## src/rtl/core/btpa_pkg.sv

```systemverilog
// ----------------------------------------------------------------------------
// btpa_pkg: shared definitions of the bit tree page allocator
// Tree geometry, command codes, sequencer state codes and the result record
// of the node step unit.
// ----------------------------------------------------------------------------
`default_nettype none

package btpa_pkg;

	localparam int NUM_PAGES = 1024;
	// tree nodes 0 .. 2*NUM_PAGES-1, stored as sibling pairs: row r holds 2r, 2r+1
	localparam int NODE_W    = $clog2(2 * NUM_PAGES);
	localparam int NUM_ROWS  = NUM_PAGES;
	localparam int ROW_W     = $clog2(NUM_ROWS);
	localparam int PAGE_W    = 10;
	localparam int CMD_W     = 2;

	localparam logic [CMD_W-1:0] CMD_ALLOC = 2'd0;
	localparam logic [CMD_W-1:0] CMD_FREE  = 2'd1;
	localparam logic [CMD_W-1:0] CMD_QUERY = 2'd2;

	localparam int STATE_W = 3;
	localparam logic [STATE_W-1:0] ST_CLEAR = 3'd0;
	localparam logic [STATE_W-1:0] ST_IDLE  = 3'd1;
	localparam logic [STATE_W-1:0] ST_ROOT  = 3'd2;
	localparam logic [STATE_W-1:0] ST_DOWN  = 3'd3;
	localparam logic [STATE_W-1:0] ST_UPCLR = 3'd4;
	localparam logic [STATE_W-1:0] ST_UPSET = 3'd5;
	localparam logic [STATE_W-1:0] ST_QUERY = 3'd6;

	typedef struct packed {
		logic              finish;
		logic              ok;
		logic              alloc_done;
		logic              page_ld;
		logic [PAGE_W-1:0] page;
		logic              page_free;
		logic              wr_en;
		logic [ROW_W-1:0]  wr_addr;
		logic [1:0]        wr_data;
		logic [NODE_W-1:0] next_node;
		logic [ROW_W-1:0]  next_row;
	} step_res_t;

endpackage

`default_nettype wire

```

## src/rtl/core/btpa_ram.sv

```systemverilog
// ----------------------------------------------------------------------------
// btpa_ram: generic single write, single read RAM
// One write port and one read port; read data is registered.
// ----------------------------------------------------------------------------
`default_nettype none

module btpa_ram #(
	parameter int WIDTH = 2,
	parameter int DEPTH = 1024
) (
	input  wire logic                     clk,
	input  wire logic                     we,
	input  wire logic [$clog2(DEPTH)-1:0] waddr,
	input  wire logic [WIDTH-1:0]         wdata,
	input  wire logic [$clog2(DEPTH)-1:0] raddr,
	output logic      [WIDTH-1:0]         rdata
);

	logic [WIDTH-1:0] mem_q [DEPTH];

	always_ff @(posedge clk) begin
		if (we) begin
			mem_q[waddr] <= wdata;
		end
		rdata <= mem_q[raddr];
	end

endmodule

`default_nettype wire

```

## src/rtl/core/btpa_step.sv

```systemverilog
// ----------------------------------------------------------------------------
// btpa_step: node step unit of the bit tree page allocator
// Given the current node and the sibling pair row just read, works out one
// step of the walk down or the climb up: the row to write back, the next
// node and row to visit, and whether the command ends here.
// ----------------------------------------------------------------------------
`default_nettype none

module btpa_step (
	input  wire logic [btpa_pkg::STATE_W-1:0] mode,
	input  wire logic [btpa_pkg::NODE_W-1:0]  node,
	input  wire logic [1:0]                   rdata,
	output btpa_pkg::step_res_t               res
);

	logic [btpa_pkg::NODE_W-1:0] child;
	logic [btpa_pkg::NODE_W-1:0] parent;
	logic [btpa_pkg::NODE_W-1:0] page_node;

	always_comb begin
		// left child when its bit is set, otherwise the right one
		child     = {node[btpa_pkg::NODE_W-2:0], ~rdata[0]};
		parent    = {1'b0, node[btpa_pkg::NODE_W-1:1]};
		page_node = child - btpa_pkg::NODE_W'(btpa_pkg::NUM_PAGES);

		res           = '0;
		res.next_node = parent;
		res.next_row  = parent[btpa_pkg::NODE_W-1:1];
		res.wr_addr   = node[btpa_pkg::NODE_W-1:1];
		res.wr_data   = rdata;

		case (mode)
			btpa_pkg::ST_ROOT: begin
				if (!rdata[1]) begin
					res.finish = 1'b1;
				end else begin
					res.next_node = btpa_pkg::NODE_W'(1);
					res.next_row  = btpa_pkg::ROW_W'(1);
				end
			end
			btpa_pkg::ST_DOWN: begin
				if (!rdata[0] && !rdata[1]) begin
					res.finish = 1'b1;
				end else if (child >= btpa_pkg::NODE_W'(btpa_pkg::NUM_PAGES)) begin
					// leaf reached: hand out the page and clear it
					res.page_ld          = 1'b1;
					res.page             = btpa_pkg::PAGE_W'(page_node);
					res.wr_en            = 1'b1;
					res.wr_addr          = node[btpa_pkg::ROW_W-1:0];
					res.wr_data[child[0]] = 1'b0;
					if (rdata[~child[0]]) begin
						res.finish     = 1'b1;
						res.ok         = 1'b1;
						res.alloc_done = 1'b1;
					end else begin
						res.next_node = node;
						res.next_row  = node[btpa_pkg::NODE_W-1:1];
					end
				end else begin
					res.next_node = child;
					res.next_row  = child[btpa_pkg::ROW_W-1:0];
				end
			end
			btpa_pkg::ST_UPCLR: begin
				res.wr_en            = 1'b1;
				res.wr_data[node[0]] = 1'b0;
				// stop at the root or where the sibling still has free pages
				if (node == btpa_pkg::NODE_W'(1) || rdata[~node[0]]) begin
					res.finish     = 1'b1;
					res.ok         = 1'b1;
					res.alloc_done = 1'b1;
				end
			end
			btpa_pkg::ST_UPSET: begin
				if (rdata[node[0]]) begin
					res.finish = 1'b1;
					res.ok     = 1'b1;
				end else begin
					res.wr_en            = 1'b1;
					res.wr_data[node[0]] = 1'b1;
					if (node == btpa_pkg::NODE_W'(1)) begin
						res.finish = 1'b1;
						res.ok     = 1'b1;
					end
				end
			end
			btpa_pkg::ST_QUERY: begin
				res.finish    = 1'b1;
				res.ok        = 1'b1;
				res.page_free = rdata[node[0]];
			end
			default: begin
				res.finish = 1'b1;
			end
		endcase
	end

endmodule

`default_nettype wire

```

## src/rtl/core/bit_tree_page_allocator.sv

```systemverilog
// ----------------------------------------------------------------------------
// bit_tree_page_allocator: page allocator over a heap-indexed bit tree
// Allocate walks down from the root and clears bits on the way back up;
// free sets bits upward from the leaf; query reads one leaf bit.
// ----------------------------------------------------------------------------
//
//  channel   signals                        transfer
//  -------   ----------------------------   ---------------------------
//  command   start, busy, cmd, page_index    start && !busy at clk edge
//  result    done, ok, page_out, page_free   done high for one cycle
//
// The tree lives in one RAM of sibling pairs, one row read and one row
// written per cycle, so the walk moves one tree level per row read. A bad
// page number or unknown command is answered straight from idle, with no
// tree walk. After reset a sweep sets every row, NUM_PAGES rows, one row a
// cycle, with busy high. The receiver cannot stall; a result is shown once.
// ----------------------------------------------------------------------------
`default_nettype none

module bit_tree_page_allocator (
	input  wire logic                         clk,
	input  wire logic                         arst_n,
	input  wire logic                         start,
	output logic                              busy,
	input  wire logic [btpa_pkg::CMD_W-1:0]   cmd,
	input  wire logic [btpa_pkg::PAGE_W-1:0]  page_index,
	output logic                              done,
	output logic                              ok,
	output logic      [btpa_pkg::PAGE_W-1:0]  page_out,
	output logic                              page_free
);

	logic [btpa_pkg::STATE_W-1:0] st_q;
	logic [btpa_pkg::ROW_W-1:0]   clr_q;
	logic [btpa_pkg::NODE_W-1:0]  node_q;
	logic [btpa_pkg::PAGE_W-1:0]  page_q;
	logic                         done_q;
	logic                         ok_q;
	logic [btpa_pkg::PAGE_W-1:0]  page_out_q;
	logic                         page_free_q;

	logic                         in_range;
	logic [btpa_pkg::NODE_W-1:0]  leaf;
	logic                         ram_we;
	logic [btpa_pkg::ROW_W-1:0]   ram_waddr;
	logic [1:0]                   ram_wdata;
	logic [btpa_pkg::ROW_W-1:0]   ram_raddr;
	logic [1:0]                   ram_rdata;
	btpa_pkg::step_res_t          step;

	assign in_range = 32'(page_index) < 32'(btpa_pkg::NUM_PAGES);
	assign leaf     = btpa_pkg::NODE_W'(btpa_pkg::NUM_PAGES)
	                + btpa_pkg::NODE_W'(page_index);

	always_comb begin
		if (st_q == btpa_pkg::ST_IDLE) begin
			ram_raddr = (cmd == btpa_pkg::CMD_ALLOC) ? '0
			          : leaf[btpa_pkg::NODE_W-1:1];
		end else begin
			ram_raddr = step.next_row;
		end
		if (st_q == btpa_pkg::ST_CLEAR) begin
			ram_we    = 1'b1;
			ram_waddr = clr_q;
			ram_wdata = 2'b11;
		end else begin
			ram_we    = step.wr_en;
			ram_waddr = step.wr_addr;
			ram_wdata = step.wr_data;
		end
	end

	btpa_ram #(
		.WIDTH (2),
		.DEPTH (btpa_pkg::NUM_ROWS)
	) u_tree (
		.clk   (clk),
		.we    (ram_we),
		.waddr (ram_waddr),
		.wdata (ram_wdata),
		.raddr (ram_raddr),
		.rdata (ram_rdata)
	);

	btpa_step u_step (
		.mode  (st_q),
		.node  (node_q),
		.rdata (ram_rdata),
		.res   (step)
	);

	always_ff @(posedge clk or negedge arst_n) begin
		if (!arst_n) begin
			st_q        <= btpa_pkg::ST_CLEAR;
			clr_q       <= '0;
			node_q      <= '0;
			page_q      <= '0;
			done_q      <= 1'b0;
			ok_q        <= 1'b0;
			page_out_q  <= '0;
			page_free_q <= 1'b0;
		end else begin
			done_q <= 1'b0;
			case (st_q)
				btpa_pkg::ST_CLEAR: begin
					clr_q <= clr_q + 1'b1;
					if (clr_q == btpa_pkg::ROW_W'(btpa_pkg::NUM_ROWS - 1)) begin
						st_q <= btpa_pkg::ST_IDLE;
					end
				end
				btpa_pkg::ST_IDLE: begin
					if (start) begin
						case (cmd)
							btpa_pkg::CMD_ALLOC: begin
								st_q <= btpa_pkg::ST_ROOT;
							end
							btpa_pkg::CMD_FREE, btpa_pkg::CMD_QUERY: begin
								if (in_range) begin
									node_q <= leaf;
									st_q   <= (cmd == btpa_pkg::CMD_FREE)
									        ? btpa_pkg::ST_UPSET : btpa_pkg::ST_QUERY;
								end else begin
									done_q      <= 1'b1;
									ok_q        <= 1'b0;
									page_out_q  <= '0;
									page_free_q <= 1'b0;
								end
							end
							default: begin
								// unknown command: answer with all zeros
								done_q      <= 1'b1;
								ok_q        <= 1'b0;
								page_out_q  <= '0;
								page_free_q <= 1'b0;
							end
						endcase
					end
				end
				default: begin
					if (step.finish) begin
						st_q        <= btpa_pkg::ST_IDLE;
						done_q      <= 1'b1;
						ok_q        <= step.ok;
						page_out_q  <= step.alloc_done
						             ? (step.page_ld ? step.page : page_q) : '0;
						page_free_q <= step.page_free;
					end else begin
						node_q <= step.next_node;
						if (st_q == btpa_pkg::ST_ROOT) begin
							st_q <= btpa_pkg::ST_DOWN;
						end else if (step.page_ld) begin
							// leaf cleared: climb toward the root
							st_q <= btpa_pkg::ST_UPCLR;
						end
						if (step.page_ld) begin
							page_q <= step.page;
						end
					end
				end
			endcase
		end
	end

	assign busy      = (st_q != btpa_pkg::ST_IDLE);
	assign done      = done_q;
	assign ok        = ok_q;
	assign page_out  = page_out_q;
	assign page_free = page_free_q;

	// accepted command either starts a tree walk or answers at once
	a_accept_progress: assert property (@(posedge clk) disable iff (!arst_n)
		(start && !busy) |=> (busy || done))
		else $error("accepted command neither started nor answered");

	a_page_needs_ok: assert property (@(posedge clk) disable iff (!arst_n)
		(done && page_out != '0) |-> ok)
		else $error("page number given without success");

	a_free_needs_ok: assert property (@(posedge clk) disable iff (!arst_n)
		(done && page_free) |-> ok)
		else $error("page status given without success");

	a_no_result_in_sweep: assert property (@(posedge clk) disable iff (!arst_n)
		(st_q == btpa_pkg::ST_CLEAR) |-> !done)
		else $error("result strobe during the reset sweep");

endmodule

`default_nettype wire

```

## config.mk

```make
export PLATFORM = sky130hd
export DESIGN_NAME = bit_tree_page_allocator
export DESIGN_NICKNAME = d
export VERILOG_FILES = /design/src/rtl/core/btpa_pkg.sv /design/src/rtl/core/btpa_ram.sv /design/src/rtl/core/btpa_step.sv /design/src/rtl/core/bit_tree_page_allocator.sv
export SDC_FILE = /design/constraint.sdc
export NUM_CORES = 2
export LEC_CHECK = 0
export BUFFER_PORTS_ARGS = -buffer_cell sky130_fd_sc_hd__buf_2
export CAP_MARGIN = 20
export CELL_PAD_IN_SITES_DETAIL_PLACEMENT = 0
export CELL_PAD_IN_SITES_GLOBAL_PLACEMENT = 1
export CORE_AREA = 2 2 482 484
export DETAILED_ROUTE_END_ITERATION = 16
export DIE_AREA = 0 0 484 486
export PLACE_DENSITY = 0.71
export SLEW_MARGIN = 20
export SYNTH_ARGS = -nofsm -noshare
export SYNTH_HDL_FRONTEND = slang
export SYNTH_SLANG_ARGS = --single-unit
export TNS_END_PERCENT = 100
```

## constraint.sdc

```tcl
create_clock -name clk -period 41.2 [get_ports clk]
set_input_delay 4.12 -clock clk [delete_from_list [all_inputs] [get_ports clk]]
set_output_delay 4.12 -clock clk [all_outputs]
set_load 0.05 [all_outputs]
```

* Word level (Yosys, flattened, before mapping) *
Memory sizes are Yosys's and may differ from the RTL's. A register that Yosys moved wholly into a read port is not among the register bits.
Cells that the tools add are included.

word-level totals
  output and inout bits = 14
  logic and storage cells = 133
  memories = 1
  input bits = 15
  RAM bits = 2,048
  flip-flop bits (word level) = 47

memories
  memory        words  width  rd ports  clocked after memory_dff  write ports  RTL line        source
  u_tree.mem_q  1,024  2      1         1                         1            btpa_ram.sv:19  logic [WIDTH-1:0] mem_q [DEPTH];

operators by class
  bitwise logic cells = 10
  add/subtract/negate cells = 3
  order comparisons = 7
  equal/unequal tests = 18
  reduce and logical (&&, ||, !) cells = 17
  muxes and demuxes = 69

operators with widths
  kind                                                 count
  two-way mux 10 bit                                   9
  two-way mux 11 bit                                   4
  two-way mux 21 bit                                   2
  one-hot mux 21 bit (2 select lines)                  1
  two-way mux 34 bit                                   1
  two-way mux 13 bit                                   2
  two-way mux 1 bit                                    22
  one-hot mux 11 bit (2 select lines)                  1
  two-way mux 3 bit                                    7
  two-way mux 20 bit                                   1
  one-hot mux 10 bit (2 select lines)                  1
  two-way mux 14 bit                                   1
  one-hot mux 3 bit (2 select lines)                   2
  adder 11 x 10 -> 11 bit (first input constant)       1
  == test 11 x 1 -> 1 bit (second input constant)      1
  >= comparator 11 bit (second input constant)         1
  adder 10 x 1 -> 10 bit (second input constant)       1
  == test 10 bit (second input constant)               1
  two-way mux 2 bit                                    5
  subtractor 10 x 1 -> 10 bit (second input constant)  1
  == test 3 bit (second input constant)                3
  < comparator 1 x 2 -> 1 bit (second input constant)  4
  one-hot mux 1 bit (2 select lines)                   4
  one-hot mux 1 bit (4 select lines)                   2
  other kinds (28)                                     46

* Logic depth before layout (Yosys ltp) *
  depth after elaboration = 13
  gate-level depth with buffers = 19
  depth with buffers taken out = 14

* Modules after synthesis *
A second synthesis with hierarchy kept.

second synthesis, totals
  cell total of the unflattened synthesis = 5,213
  area, all modules = 87,268.7 um^2

modules (own cells, without submodules)
  module                   cells an instance  area an instance (um^2)  seq. area each (um^2)  instances
  btpa_ram                 4,793              83,757.8                 61,539.0               1
  bit_tree_page_allocator  250                2,531.2                  1,176.1                1
  btpa_step                170                979.7                    0.0                    1

* Least setup slack after synthesis *
OpenSTA, ideal clock, no wires.

  kind = register to register
  start = reg st_q[0] (netlist name)
  end = mem u_tree.mem_q[0][0], data pin
  required time = 35,511 ps
  period minus slack after synthesis = 34,028 ps
  buffers on the path = 2
  setup slack = 7,172 ps
  library setup time = 5,689 ps
  cell stages (with the launch flop) = 7
  arrival = 28,339 ps
  cells stage by stage = dfrtp_1 buf_2 clkbuf_1 nand3_1 o21ai_0 o22ai_1 a21oi_1

between the ends
  longest elaborated chain between the ends = 3
  elaborated cells on any way between the ends = 6
  those cells by class = eq/ne (3); mux (2); reduce/logical (1)

RTL lines
  what                                                            RTL line                        source
  start: declaration                                              bit_tree_page_allocator.sv:33   logic [btpa_pkg::STATE_W-1:0] st_q;
  start signal: assignment                                        bit_tree_page_allocator.sv:94   st_q <= btpa_pkg::ST_CLEAR;
  start signal: assignment                                        bit_tree_page_allocator.sv:108  st_q <= btpa_pkg::ST_IDLE;
  start signal: assignment                                        bit_tree_page_allocator.sv:115  st_q <= btpa_pkg::ST_ROOT;
  == test 3 bit / == test 3 x 2 -> 1 bit (equally long branches)  btpa_step.sv:32                 case (mode)
  one-hot mux 2 bit (3 select lines)                              btpa_step.sv:32
  two-way mux 2 bit *                                             bit_tree_page_allocator.sv:62   if (st_q == btpa_pkg::ST_CLEAR) begin
  net ram_wdata[0]                                                bit_tree_page_allocator.sv:46   logic [1:0] ram_wdata;
  end: declaration                                                btpa_ram.sv:19

Mark *: on every way through the listed nets, which the timed path passes. The rest lies on a longest branch.

* Worst setup path in the final report *
  start = in cmd[0] (netlist name)
  end = reg u_tree.rdata[0], read port of u_tree.mem_q

between the ends
  longest elaborated chain between the ends = 3

RTL lines
  what                RTL line                       source
  start: declaration  bit_tree_page_allocator.sv:25  input wire logic [btpa_pkg::CMD_W-1:0] cmd,
  zero test 2 bit     bit_tree_page_allocator.sv:57  ram_raddr = (cmd == btpa_pkg::CMD_ALLOC) ? '0
  two-way mux 10 bit  bit_tree_page_allocator.sv:57
  two-way mux 10 bit  bit_tree_page_allocator.sv:56  if (st_q == btpa_pkg::ST_IDLE) begin
  end: declaration    btpa_ram.sv:16                 output logic [WIDTH-1:0] rdata

Every way passes these cells.
A chain may end at the register's enable or synchronous reset.

==> impl_results.md <==
- Max_cap viols: 0
- Synthesized flop and latch total: ~2100
- IO Pins: 29
- Die height: 486 µm
- Reg area: 62700 µm²
- Chip width: 484 µm
- Top-area cell type share of the netlist area: a little under 70%
- Clk sinks: around 2100
- Fmax achieved: about 100 MHz
- Max Root-Sink Buffers: 3
- Hold Crit Class: reg -> reg
- Syn_nets: 7181
- Worst R2R Setup Slack: around 33 ns
- Period utilisation layout: 24.2%
- Buffers & Inverters on Critical Path: 7
- Starting Density: 38.9%
- Status: finished clean
- Overall routing resource usage: 25.9%
- CP Cell Sequence: buf_2 -> inv_1 -> ha_1 -> inv_1 -> a21oi_2 -> nor2_8 -> buf_4 -> buf_4 -> buf_4 -> nor2_4 -> buf_4 -> a32o_1 -> a221oi_1 -> nor3_1 -> a311oi_1 -> a32oi_1 -> o311a_1
- Drt pass-1 iters: 6
- Root buf cell: clkbuf_16
- Vias in the first global route: 59347
- Initial antenna violation count: 24
- DRC violations left: 0
- NumNets Final: 7022
- First-pass GRT wire length: 440000 µm
- H-tree depth: 4
- Ys async rst share: 2.24%
- Synth Cell Area: 89200 µm²
- EDFF count, synth: 2048
- RSZ-0062 raised after global routing: no
- CP max-delay cell: a311oi_1
- Multi-input gate area: 23900 µm²
- Layout area overhead: 10.8%
- Slew headroom: between 10% and 20%
- Distinct cells, synth: 87
- Avg Cell Area, Syn: 12.5 µm²
- Fin crit period: 9.99 ns
- DRT iter0 DRCs: 10217
- Finish-stage setup viols: 0
- Crit end category: flip-flop
- Setup TNS: 0 ns
- Fin cells: approximately 10000
- Routed WL per cell: approximately 30 µm
- WL final: 312000 µm
- Layout cell share with drive strength beyond 1: a little under 10%
- Clock latency on the worst-skew pair: 0.87 ns
- CTS buffer count: 210
- Slew Limit Fails: 0
- Cell taking the most area after synthesis: edfxtp_1
- Post-route ant nets: 0
- Full die area: 235000 µm²
- Placed insts: 9816
- Most common cell on crit path: buf_4
- Crit-path leading delay family: buffers and inverters
- CTS tree: done
- Clock skew: 0.0586 ns
- Commonest cells in the netlist: 2048 x edfxtp_1, 1510 x nand2_1, 1118 x nor2_1, 412 x nand3_1, 215 x clkbuf_1
- CP peak stage delay: 0.97 ns
- Final Hold Vio Count: 0
- Largest net degree at the start of global routing: 239
- Most repeated cell in the gate-level netlist after synthesis: edfxtp_1
- Syn Inst Count: between 7000 and 8000
- Post-DP Area: around 92000 µm²
- Design Area, Final: 98900 µm²
- Detailed-route via count: around 62000
- Post-CTS Setup Inserts: 0
- Core area: 229000 µm²
- Crit Path Class: in -> reg
- Detailed Place HPWL: 169000 µm
- Dominant synthesized flop cell: edfxtp_1
- CTS clock-pin slew for the worst setup and hold paths: ~0.06 ns
- Fill count: ~21000
- Vias per cell: 6.10
- Top cells by area, synth: edfxtp_1 69%, nand2_1 6.4%, nor2_1 4.7%
- Final Util: 43.1%
- Worst EP required: 41.96 ns
- Critical path data arrival time: between 10 and 15 ns
- Slew @ Worst Pin: around 1.2 ns
- Final GP Congestion: 0.869
- Seq/Total Area, Yosys: 70.3%
- Hold_buf cts: 0
- IO buf count: 28
- Yosys warns: 0
- Startpoint Class: primary input
- Post_cts resized: 0
- Row count: 176
- Max Fanout on Critical Path: 48
- Remaining global-route overflow: 0
## tightest hold or removal path, stage by stage (launching register included)
cell and delay (ns):
dfrtp_1 0.34, nand2_1 0.04, o21ai_0 0.06
## sequential cells by signal, indices dropped and copies added (netlist names)
register	cells
clr_q	10
node_q	11
page_free	1
page_out	10
ok	1
u_tree.rdata	2
done	1
page_q	10
u_tree.mem_q	2048
st_q	3
## cell usage in the layout (no fill, tap or decap), drive strengths merged, types with 26 or more instances in the layout
master and n:
nand4 47, edfxtp 2048, clkinv 94, o21ai 84, and3 210, mux4 84
nand3 412, nor4 26, o211ai 30, a32oi 43, a211oi 116, nand2 1515
nor3 48, inv 30, a21oi 104, nor2 1124, buf 216, a311oi 161
a31oi 142, mux2i 92, clkbuf 261, dfrtp 47
## kinds of logic after synthesis
logic type               after synthesis  synth area share [%]
flip-flops                          2097                  70.3
AND/OR/NAND/NOR                     3429                  16.1
XOR/XNOR                              11                 0.108
AO/OA/AOI/OAI                        818                  6.67
multiplexers                         193                  3.37
buffers and inverters                610                  3.38
adder cells (fa/ha/maj)                4                0.0561
## stage by stage
stage | hold slack, ns | setup WS, ns
CTS | 0.484 | 31.59
detailed placement | 0.470 | 30.70
global route | 0.517 | 31.23
finish | 0.482 | 31.21
floorplan | 0.455 | 7.17
global placement | 0.457 | 30.52
## layout make-up
type                            count  share of cell area (%)
Clock inverter                    123                    1.09
Clock buffer                      261                    5.57
Sequential cell                  2097                    63.4
Inverter                           23                  0.0873
Multi-Input combinational cell   4455                    24.2
Timing Repair Buffer              216                    1.77
Tap cell                         3026                    3.83
Antenna cell                        9                  0.0228
## metal layers
metal	vias to the layer above	part of all wire [%]	track usage [%]	routed length [µm]
met5	-	0.011	0	33
met4	6	4.4	9.86	13900
met3	668	12	6.21	37500
met2	3965	45	40.0	140000
met1	31655	39	35.4	121000
li1	26024	-	-	-
## path summary, 6_finish.rpt
path	start	endpoint	depth (start not counted)
worst max-delay path	cmd[0]	u_tree.rdata[0]	17
worst min-delay path	page_out[3]	page_out[3]	2
worst max register to register	st_q[0]	u_tree.rdata[0]	15
worst min register to register	page_out[3]	page_out[3]	2
max in group asynchronous	arst_n	clr_q[2]	2
min in group asynchronous	arst_n	node_q[9]	2
Power is left out: the tool's default activity adds up to more than one toggle a clock period on the data nets, which glitch-free logic cannot reach.
